**src/hw/rtl/rpd_pkg.sv**
```systemverilog
// shared constants and codes for the random permutation drawer
package rpd_pkg;

	// table depth and derived widths
	localparam int MAX_COUNT = 256;
	localparam int OFS_W = $clog2(MAX_COUNT);
	localparam int CNT_W = $clog2(MAX_COUNT + 1);

	// fixed field widths
	localparam int VAL_W = 32;
	localparam int RW_W = 32;
	localparam int CFG_W = 32;
	localparam int CFG_IDX_W = 1;
	localparam int CFG_CNT_W = 9;
	localparam int STAT_W = 2;
	localparam int CMP_W = (CNT_W > CFG_CNT_W) ? CNT_W : CFG_CNT_W;
	localparam int DIV_CNT_W = $clog2(RW_W);

	// input item kinds
	localparam logic KIND_RESTART = 1'b0;
	localparam logic KIND_DRAW = 1'b1;

	// result status codes
	localparam logic [STAT_W-1:0] STAT_DRAWN = 2'd0;
	localparam logic [STAT_W-1:0] STAT_RESTART = 2'd1;
	localparam logic [STAT_W-1:0] STAT_EMPTY = 2'd2;

	// configuration register indexes
	localparam logic [CFG_IDX_W-1:0] REG_RANGE_MIN = 1'd0;
	localparam logic [CFG_IDX_W-1:0] REG_RANGE_COUNT = 1'd1;

endpackage

```
**src/hw/rtl/rpd_ram.sv**
```systemverilog
// generic simple dual-port ram with registered read
module rpd_ram #(
	parameter int WIDTH = 8,
	parameter int DEPTH = 256
) (
	input  logic                     clk,
	input  logic                     we,
	input  logic [$clog2(DEPTH)-1:0] waddr,
	input  logic [WIDTH-1:0]         wdata,
	input  logic [$clog2(DEPTH)-1:0] raddr,
	output logic [WIDTH-1:0]         rdata
);

	logic [WIDTH-1:0] mem_q [DEPTH];

	always_ff @(posedge clk) begin
		if (we) begin
			mem_q[waddr] <= wdata;
		end
		rdata <= mem_q[raddr];
	end

endmodule

```
**src/hw/rtl/rpd_mod.sv**
```systemverilog
// bit-serial modulo unit: one restoring step per cycle
module rpd_mod (
	input  logic                     clk,
	input  logic                     arst_n,
	input  logic                     start,
	input  logic [rpd_pkg::RW_W-1:0] dividend,
	input  logic [rpd_pkg::CNT_W-1:0] divisor,
	output logic                     done,
	output logic [rpd_pkg::CNT_W-1:0] remainder
);

	import rpd_pkg::*;

	logic                 busy_q;
	logic                 done_q;
	logic [DIV_CNT_W-1:0] cnt_q;
	logic [RW_W-1:0]      dvd_q;
	logic [CNT_W-1:0]     div_q;
	logic [CNT_W-1:0]     rem_q;
	logic [CNT_W:0]       trial;
	logic [CNT_W-1:0]     rem_next;

	// shift in the next dividend bit and subtract when it fits
	always_comb begin
		trial = {rem_q, dvd_q[RW_W-1]};
		if (trial >= {1'b0, div_q}) begin
			rem_next = CNT_W'(trial - {1'b0, div_q});
		end else begin
			rem_next = CNT_W'(trial);
		end
	end

	always_ff @(posedge clk or negedge arst_n) begin
		if (!arst_n) begin
			busy_q <= 1'b0;
			done_q <= 1'b0;
			cnt_q <= '0;
		end else begin
			done_q <= busy_q && !start && (cnt_q == DIV_CNT_W'(RW_W - 1));
			if (start) begin
				busy_q <= 1'b1;
				cnt_q <= '0;
			end else if (busy_q) begin
				cnt_q <= cnt_q + DIV_CNT_W'(1);
				if (cnt_q == DIV_CNT_W'(RW_W - 1)) begin
					busy_q <= 1'b0;
				end
			end
		end
	end

	always_ff @(posedge clk) begin
		if (start) begin
			dvd_q <= dividend;
			div_q <= divisor;
			rem_q <= '0;
		end else if (busy_q) begin
			dvd_q <= {dvd_q[RW_W-2:0], 1'b0};
			rem_q <= rem_next;
		end
	end

	assign done = done_q;
	assign remainder = rem_q;

endmodule

```
**src/hw/rtl/random_permutation_drawer_unit.sv**
```systemverilog
// Random permutation drawer. A restart transaction (kind 0) refills the offset table
// with 0..n-1, n being range_count saturated to 256. A draw transaction (kind 1)
// reduces random_word modulo the remaining count in a bit-serial unit, reads the
// chosen offset, then compacts the table by moving every later entry down one place
// through the single-port-each-way table ram, one entry per cycle. A draw with an
// empty table answers with the empty status. The block takes one transaction at a
// time; the result sits in an output register so a new transaction can start while it
// waits. Configuration is written through cfg_we/cfg_index/cfg_data; the user must
// write it only while idle, since the block itself does not enforce this.
module random_permutation_drawer_unit (
	input  logic                        clk,
	input  logic                        arst_n,
	input  logic                        cfg_we,
	input  logic [rpd_pkg::CFG_IDX_W-1:0] cfg_index,
	input  logic [rpd_pkg::CFG_W-1:0]   cfg_data,
	input  logic                        item_valid,
	output logic                        item_stall,
	input  logic                        kind,
	input  logic [rpd_pkg::RW_W-1:0]    random_word,
	output logic                        result_valid,
	input  logic                        result_stall,
	output logic [rpd_pkg::VAL_W-1:0]   drawn_value,
	output logic                        final_draw,
	output logic [rpd_pkg::STAT_W-1:0]  status
);

	import rpd_pkg::*;

	localparam logic [2:0] ST_IDLE = 3'd0;
	localparam logic [2:0] ST_FILL = 3'd1;
	localparam logic [2:0] ST_DIV = 3'd2;
	localparam logic [2:0] ST_READ = 3'd3;
	localparam logic [2:0] ST_GET = 3'd4;
	localparam logic [2:0] ST_SHIFT = 3'd5;
	localparam logic [2:0] ST_DONE = 3'd6;

	logic [2:0]           state_q;
	logic [VAL_W-1:0]     range_min_q;
	logic [CFG_CNT_W-1:0] range_count_q;
	logic [CNT_W-1:0]     remaining_q;
	logic [CNT_W-1:0]     ptr_q;
	logic [OFS_W-1:0]     wa_q;
	logic                 pend_q;
	logic [VAL_W-1:0]     res_value_q;
	logic                 res_final_q;
	logic [STAT_W-1:0]    res_status_q;
	logic                 result_valid_q;
	logic [VAL_W-1:0]     drawn_value_q;
	logic                 final_draw_q;
	logic [STAT_W-1:0]    status_q;

	logic                 accept;
	logic                 out_free;
	logic [CNT_W-1:0]     fill_n;
	logic                 div_start;
	logic                 div_done;
	logic [CNT_W-1:0]     div_rem;
	logic                 ram_we;
	logic [OFS_W-1:0]     ram_wa;
	logic [OFS_W-1:0]     ram_wd;
	logic [OFS_W-1:0]     ram_ra;
	logic [OFS_W-1:0]     ram_rd;
	logic                 ptr_live;

	assign item_stall = (state_q != ST_IDLE);
	assign accept = item_valid && !item_stall;
	assign out_free = !result_valid_q || !result_stall;
	assign div_start = accept && (kind == KIND_DRAW) && (remaining_q != '0);
	assign ptr_live = (ptr_q < remaining_q);

	always_comb begin
		if (CMP_W'(range_count_q) > CMP_W'(MAX_COUNT)) begin
			fill_n = CNT_W'(MAX_COUNT);
		end else begin
			fill_n = CNT_W'(range_count_q);
		end
	end

	// table ram port steering
	always_comb begin
		ram_we = 1'b0;
		ram_wa = ptr_q[OFS_W-1:0];
		ram_wd = ptr_q[OFS_W-1:0];
		ram_ra = ptr_q[OFS_W-1:0];
		unique case (state_q)
			ST_FILL: begin
				ram_we = ptr_live;
			end
			ST_READ: begin
				ram_ra = div_rem[OFS_W-1:0];
			end
			ST_SHIFT: begin
				ram_we = pend_q;
				ram_wa = wa_q;
				ram_wd = ram_rd;
			end
			default: begin
			end
		endcase
	end

	rpd_mod u_mod (
		.clk       (clk),
		.arst_n    (arst_n),
		.start     (div_start),
		.dividend  (random_word),
		.divisor   (remaining_q),
		.done      (div_done),
		.remainder (div_rem)
	);

	rpd_ram #(
		.WIDTH (OFS_W),
		.DEPTH (MAX_COUNT)
	) u_table (
		.clk   (clk),
		.we    (ram_we),
		.waddr (ram_wa),
		.wdata (ram_wd),
		.raddr (ram_ra),
		.rdata (ram_rd)
	);

	always_ff @(posedge clk or negedge arst_n) begin
		if (!arst_n) begin
			state_q <= ST_IDLE;
			range_min_q <= '0;
			range_count_q <= CFG_CNT_W'(MAX_COUNT);
			remaining_q <= '0;
			pend_q <= 1'b0;
			result_valid_q <= 1'b0;
		end else begin
			if (cfg_we) begin
				unique case (cfg_index)
					REG_RANGE_MIN: range_min_q <= cfg_data;
					REG_RANGE_COUNT: range_count_q <= cfg_data[CFG_CNT_W-1:0];
					default: begin
					end
				endcase
			end

			// output register reloads in the same cycle it is taken
			if ((state_q == ST_DONE) && out_free) begin
				result_valid_q <= 1'b1;
			end else if (!result_stall) begin
				result_valid_q <= 1'b0;
			end

			unique case (state_q)
				ST_IDLE: begin
					if (accept) begin
						if (kind == KIND_RESTART) begin
							remaining_q <= fill_n;
							state_q <= ST_FILL;
						end else if (remaining_q == '0) begin
							state_q <= ST_DONE;
						end else begin
							state_q <= ST_DIV;
						end
					end
				end
				ST_FILL: begin
					if (!ptr_live) begin
						state_q <= ST_DONE;
					end
				end
				ST_DIV: begin
					if (div_done) begin
						state_q <= ST_READ;
					end
				end
				ST_READ: begin
					state_q <= ST_GET;
				end
				ST_GET: begin
					pend_q <= 1'b0;
					state_q <= ST_SHIFT;
				end
				ST_SHIFT: begin
					pend_q <= ptr_live;
					if (!ptr_live && !pend_q) begin
						remaining_q <= remaining_q - CNT_W'(1);
						state_q <= ST_DONE;
					end
				end
				ST_DONE: begin
					if (out_free) begin
						state_q <= ST_IDLE;
					end
				end
				default: begin
					state_q <= ST_IDLE;
				end
			endcase
		end
	end

	// datapath registers, no reset needed
	always_ff @(posedge clk) begin
		unique case (state_q)
			ST_IDLE: begin
				ptr_q <= '0;
				res_value_q <= '0;
				res_final_q <= 1'b0;
				res_status_q <= (kind == KIND_RESTART) ? STAT_RESTART : STAT_EMPTY;
			end
			ST_FILL: begin
				if (ptr_live) begin
					ptr_q <= ptr_q + CNT_W'(1);
				end
			end
			ST_READ: begin
				ptr_q <= div_rem + CNT_W'(1);
			end
			ST_GET: begin
				res_value_q <= range_min_q + VAL_W'(ram_rd);
			end
			ST_SHIFT: begin
				// read entry ptr while writing the one fetched last cycle one place lower
				if (ptr_live) begin
					ptr_q <= ptr_q + CNT_W'(1);
					wa_q <= ptr_q[OFS_W-1:0] - OFS_W'(1);
				end
				res_final_q <= (remaining_q == CNT_W'(1));
				res_status_q <= STAT_DRAWN;
			end
			ST_DONE: begin
				if (out_free) begin
					drawn_value_q <= res_value_q;
					final_draw_q <= res_final_q;
					status_q <= res_status_q;
				end
			end
			default: begin
			end
		endcase
	end

	assign result_valid = result_valid_q;
	assign drawn_value = drawn_value_q;
	assign final_draw = final_draw_q;
	assign status = status_q;

`ifndef SYNTHESIS
	a_remaining_bound: assert property (@(posedge clk) disable iff (!arst_n)
		remaining_q <= CNT_W'(MAX_COUNT))
		else $error("remaining count above table depth");

	a_write_in_range: assert property (@(posedge clk) disable iff (!arst_n)
		ram_we |-> (CNT_W'(ram_wa) < remaining_q))
		else $error("table write outside live entries");

	a_result_from_done: assert property (@(posedge clk) disable iff (!arst_n)
		$rose(result_valid_q) |-> ($past(state_q) == ST_DONE))
		else $error("result raised outside completion");

	a_div_done_state: assert property (@(posedge clk) disable iff (!arst_n)
		div_done |-> (state_q == ST_DIV))
		else $error("modulo finished outside its wait");

	a_final_is_draw: assert property (@(posedge clk) disable iff (!arst_n)
		(result_valid_q && final_draw_q) |-> (status_q == STAT_DRAWN))
		else $error("final flag on a non-draw result");
`endif

endmodule
```
**config.mk**
```make
export PLATFORM = sky130hd
export DESIGN_NAME = random_permutation_drawer_unit
export DESIGN_NICKNAME = d
export VERILOG_FILES = /design/src/hw/rtl/rpd_pkg.sv /design/src/hw/rtl/rpd_ram.sv /design/src/hw/rtl/rpd_mod.sv /design/src/hw/rtl/random_permutation_drawer_unit.sv
export SDC_FILE = /design/constraint.sdc
export NUM_CORES = 2
export LEC_CHECK = 0
export ABC_AREA = 1
export BUFFER_PORTS_ARGS = -buffer_cell sky130_fd_sc_hd__buf_2
export CORE_MARGIN = 5
export CORE_UTILIZATION = 30
export CTS_CLUSTER_DIAMETER = 80
export DETAILED_ROUTE_END_ITERATION = 16
export PLACE_DENSITY_LB_ADDON = 0.08
export SLEW_MARGIN = 10
export SYNTH_ARGS = -nofsm -noshare
export SYNTH_HDL_FRONTEND = slang
export SYNTH_SLANG_ARGS = --single-unit
```
**constraint.sdc**
```tcl
create_clock -name clk -period 19.92 [get_ports clk]
set_clock_uncertainty 0.05 [all_clocks]
set_input_delay 1.992 -clock clk [delete_from_list [all_inputs] [get_ports clk]]
set_output_delay 1.992 -clock clk [all_outputs]
set_load 0.01 [all_outputs]
```
==> flow_summary.json <==
{
  "cts-buffers-inserted": 274,
  "reg2reg_to": "u_table.rdata[7]",
  "cts-resized-gates": 0,
  "globalRouteTotalUtil": 0.189,
  "hold_path_class": "flip-flop to flip-flop",
  "wl_mm": 328,
  "coreArea_mm2": 0.326,
  "max-cap-violations": 0,
  "ys_seq_area_frac": 0.686,
  "syn-num-nets": 9415,
  "synth_warnings": 0,
  "yosys_most_used_dff": "edfxtp_1",
  "crit_required_ps": 20590,
  "crit_fanout": 183,
  "design.portCount": 108,
  "nets": 9391,
  "max_freq_ghz": 0.137,
  "ys_ff_latch": 2255,
  "hold_violations": 0,
  "drcViolationCount": 0,
  "dieArea_mm2": 0.338,
  "die_h_um": 582,
  "placed_area_mm2": 0.103,
  "synth_edf_count": 2176,
  "setup_viol": 0,
  "leakagePower_nw": 43.9,
  "avgSynthCellArea_um2": 10.5,
  "whs_endpoint": "drawn_value[19]",
  "drtIter0Drc": 5764,
  "status": "finished, final reports clean",
  "end_kind": "flip-flop",
  "r2r_slack_ps": 12620,
  "pwr_density_cell_mw_per_mm2": 170,
  "slew-limit-headroom": 0.106,
  "clk_pin_slew_ps": 50,
  "grt_pass1_vias": 64200,
  "area_delta_synth_final_pct": 13.5,
  "layout.cell_area.non_filler_mm2": 0.111,
  "synth_cells": 9311,
  "startpoint_type": "flip-flop",
  "power.switching_mw": 8.26,
  "drive_above_1_share": 0.0706,
  "seq_power_share": 0.339,
  "swShare": 0.436,
  "num_rows": 210,
  "clockBufferDepth": 4,
  "dr.pass1.iters": 6,
  "crit_type": "flip-flop to flip-flop",
  "grt_max_degree": 184,
  "ant_nets": 0,
  "port_buffers": 107,
  "vias": 65600,
  "layout_min_cycle_time_ps": 7300,
  "combPwrFrac": 0.408,
  "fin_crit_sh": 0.366,
  "synthesis.area_mm2": 0.0980,
  "via_per_inst": 4.73,
  "start_util": 0.300,
  "cts_tree": "done",
  "cts_hold_buf": 0,
  "worstHoldStart": "res_value_q[19]",
  "grt_pass1_wl_mm": 474,
  "grt_overflow": 0,
  "clock-root-buffer": "clkbuf_16",
  "arrival_ps": 7970,
  "cts.sinks": 2255,
  "n_fill_cell": 33000,
  "cts_htree_levels": 5,
  "reg2reg_depth": 16,
  "drv_slew": 0,
  "ir_drop_v": 0.000191,
  "die_w_um": 582,
  "async_flop_share": 0.0275,
  "avgRoutedWirePerCell_um": 23.7,
  "fin_setup_tns_ps": 0,
  "clock_power_share": 0.252,
  "r2r-start": "state_q[1]",
  "hpwl_mm": 189,
  "hold_path_depth": 0,
  "gp_congestion": 0.801,
  "cts_post_setup_buffers_inserted": 0,
  "clock_latency_ps": 920,
  "internal-power_mw": 10.7,
  "antenna_found_initial": 20,
  "rsz0062_at_grt": "false",
  "tightest_slew_ps": 1340,
  "synth.distinct_cells": 52
}
[placed cells by master (no fill, tap or decap), types with 12 or more instances in the layout]
cell type	n
edfxtp_1	2176
dfxtp_1	17
nor3_1	16
nand3_1	1613
nor2_1	308
nand3b_1	48
dfrtp_1	61
clkinv_1	70
inv_1	1339
ha_1	31
xor2_1	18
inv_2	20
a21oi_1	69
o21ai_0	222
clkinv_2	33
buf_4	85
buf_12	16
clkbuf_16	278
nor2_2	24
nand2_4	12
nand2_1	2616
o211ai_1	107
clkbuf_1	69
buf_2	107
[worst max-delay path, cell delays in order (launching register included)]
cell and delay [ps]:
dfrtp_1 570, nand3_4 410, nand2_4 410, nand2_8 590
buf_12 580, buf_12 580, buf_12 600, buf_4 860
o21ai_0 190, nand2_1 100, nand3_1 100, nand3_1 150
nand3_1 240, nand3_1 240, nand3_1 140, nand3_1 510
nand2_1 120
[synth_stat cells (3+ instances only)]
cell / count / share of area
clkbuf_1: 134 / 0.0051
dfrtp_1: 61 / 0.016
xor2_1: 18 / 0.0016
buf_4: 5 / 0.00038
o21ai_0: 225 / 0.011
edfxtp_1: 2176 / 0.67
o21ai_1: 5 / 0.00026
o22ai_1: 7 / 0.00045
inv_2: 19 / 0.00073
mux2_2: 6 / 0.00069
buf_2: 297 / 0.015
nor3_1: 17 / 0.00087
dfxtp_1: 17 / 0.0035
buf_1: 60 / 0.0023
nand3_1: 1617 / 0.083
o21a_1: 7 / 0.00054
buf_6: 12 / 0.0014
nand2_1: 2629 / 0.10
nand4_1: 10 / 0.00064
xnor2_1: 3 / 0.00027
o211ai_1: 107 / 0.0082
o21ai_2: 9 / 0.00080
inv_1: 1342 / 0.051
nor4_1: 5 / 0.00032
nor2_2: 24 / 0.0015
nand2_2: 9 / 0.00057
a21oi_1: 70 / 0.0036
nor2_1: 309 / 0.012
ha_1: 31 / 0.0040
nand3b_1: 48 / 0.0037
[how the worst max path moves through the flow]
stage | start | slack, ps | depth (start not counted) | endpoint
finish | state_q[1] | 12620 | 16 | u_table.rdata[7]
global route | state_q[1] | 12200 | 16 | u_table.rdata[5]
CTS | state_q[1] | 12590 | 16 | u_table.rdata[7]
detailed placement | state_q[1] | 12610 | 16 | u_table.rdata[7]
global placement | state_q[1] | 12600 | 16 | u_table.rdata[7]
floorplan | state_q[1] | 6520 | 8 | u_table.mem_q[0][1]
[kinds of logic after synthesis]
family / after synthesis / synth area share
AND/OR/NAND/NOR: 4681 / 0.204
flip-flops: 2255 / 0.686
buffers and inverters: 1873 / 0.0767
AO/OA/AOI/OAI: 442 / 0.0263
adder cells (fa/ha/maj): 33 / 0.00436
XOR/XNOR: 21 / 0.00188
multiplexers: 6 / 0.000689
[metal layers]
metal / track usage / routed length, um / vias to the layer above
li1: - / - / 31000
met1: 0.267 / 151000 / 32500
met2: 0.305 / 152000 / 1701
met3: 0.0257 / 16100 / 446
met4: 0.0495 / 8940 / 2
met5: 0 / 11 / -
[power by group through the flow]
| stage | clock, mW | combinational, mW | sequential (mW) |
|---|---|---|---|
| 6_report | 4.78 | 7.73 | 6.42 |
| 5_1_grt | 5.11 | 8.44 | 6.44 |
| 4_1_cts | 4.91 | 7.89 | 6.42 |
| 3_5_place_dp | 0 | 7.88 | 6.52 |
| 3_3_place_gp | 0 | 7.92 | 6.52 |
| 2_1_floorplan | 0 | 4.49 | 6.76 |
[registers in the layout, summed over array words and instances, names as in the netlist, 9 cells and up]
name	cells
u_table.mem_q	2048
drawn_value	32
range_min_q	32
res_value_q	32
u_mod.dvd_q	32
ptr_q	9
range_count_q	9
remaining_q	9
u_mod.div_q	9
u_mod.remainder	9
[metrics by stage]
| stage | hold WS, ps | util | instances | power (mW) | setup slack, ps |
|---|---|---|---|---|---|
| after floorplan | 350 | - | 9311 | 11.2 | 6520 |
| after global placement | 353 | 0.315 | 13400 | 14.4 | 12600 |
| after detailed placement | 355 | 0.315 | 13400 | 14.4 | 12610 |
| after CTS | 367 | 0.341 | 13800 | 19.2 | 12590 |
| after global routing | 373 | 0.341 | 13800 | 20.0 | 12200 |
| final | 361 | 0.341 | 13900 | 18.9 | 12620 |
[layout make-up]
class                   instances  area [um^2]  area share
flip-flops and latches       2255        67200       0.604
inverters                    1365         5140      0.0462
diodes                          7         17.5    0.000157
well taps                    4346         5440      0.0489
multi-input cells            5183        23500       0.211
clock buffers                 351         7270      0.0653
repair buffers                208         1490      0.0134
clock inverters               138         1160      0.0105
Note: power is estimated with default switching activity, not from simulation.
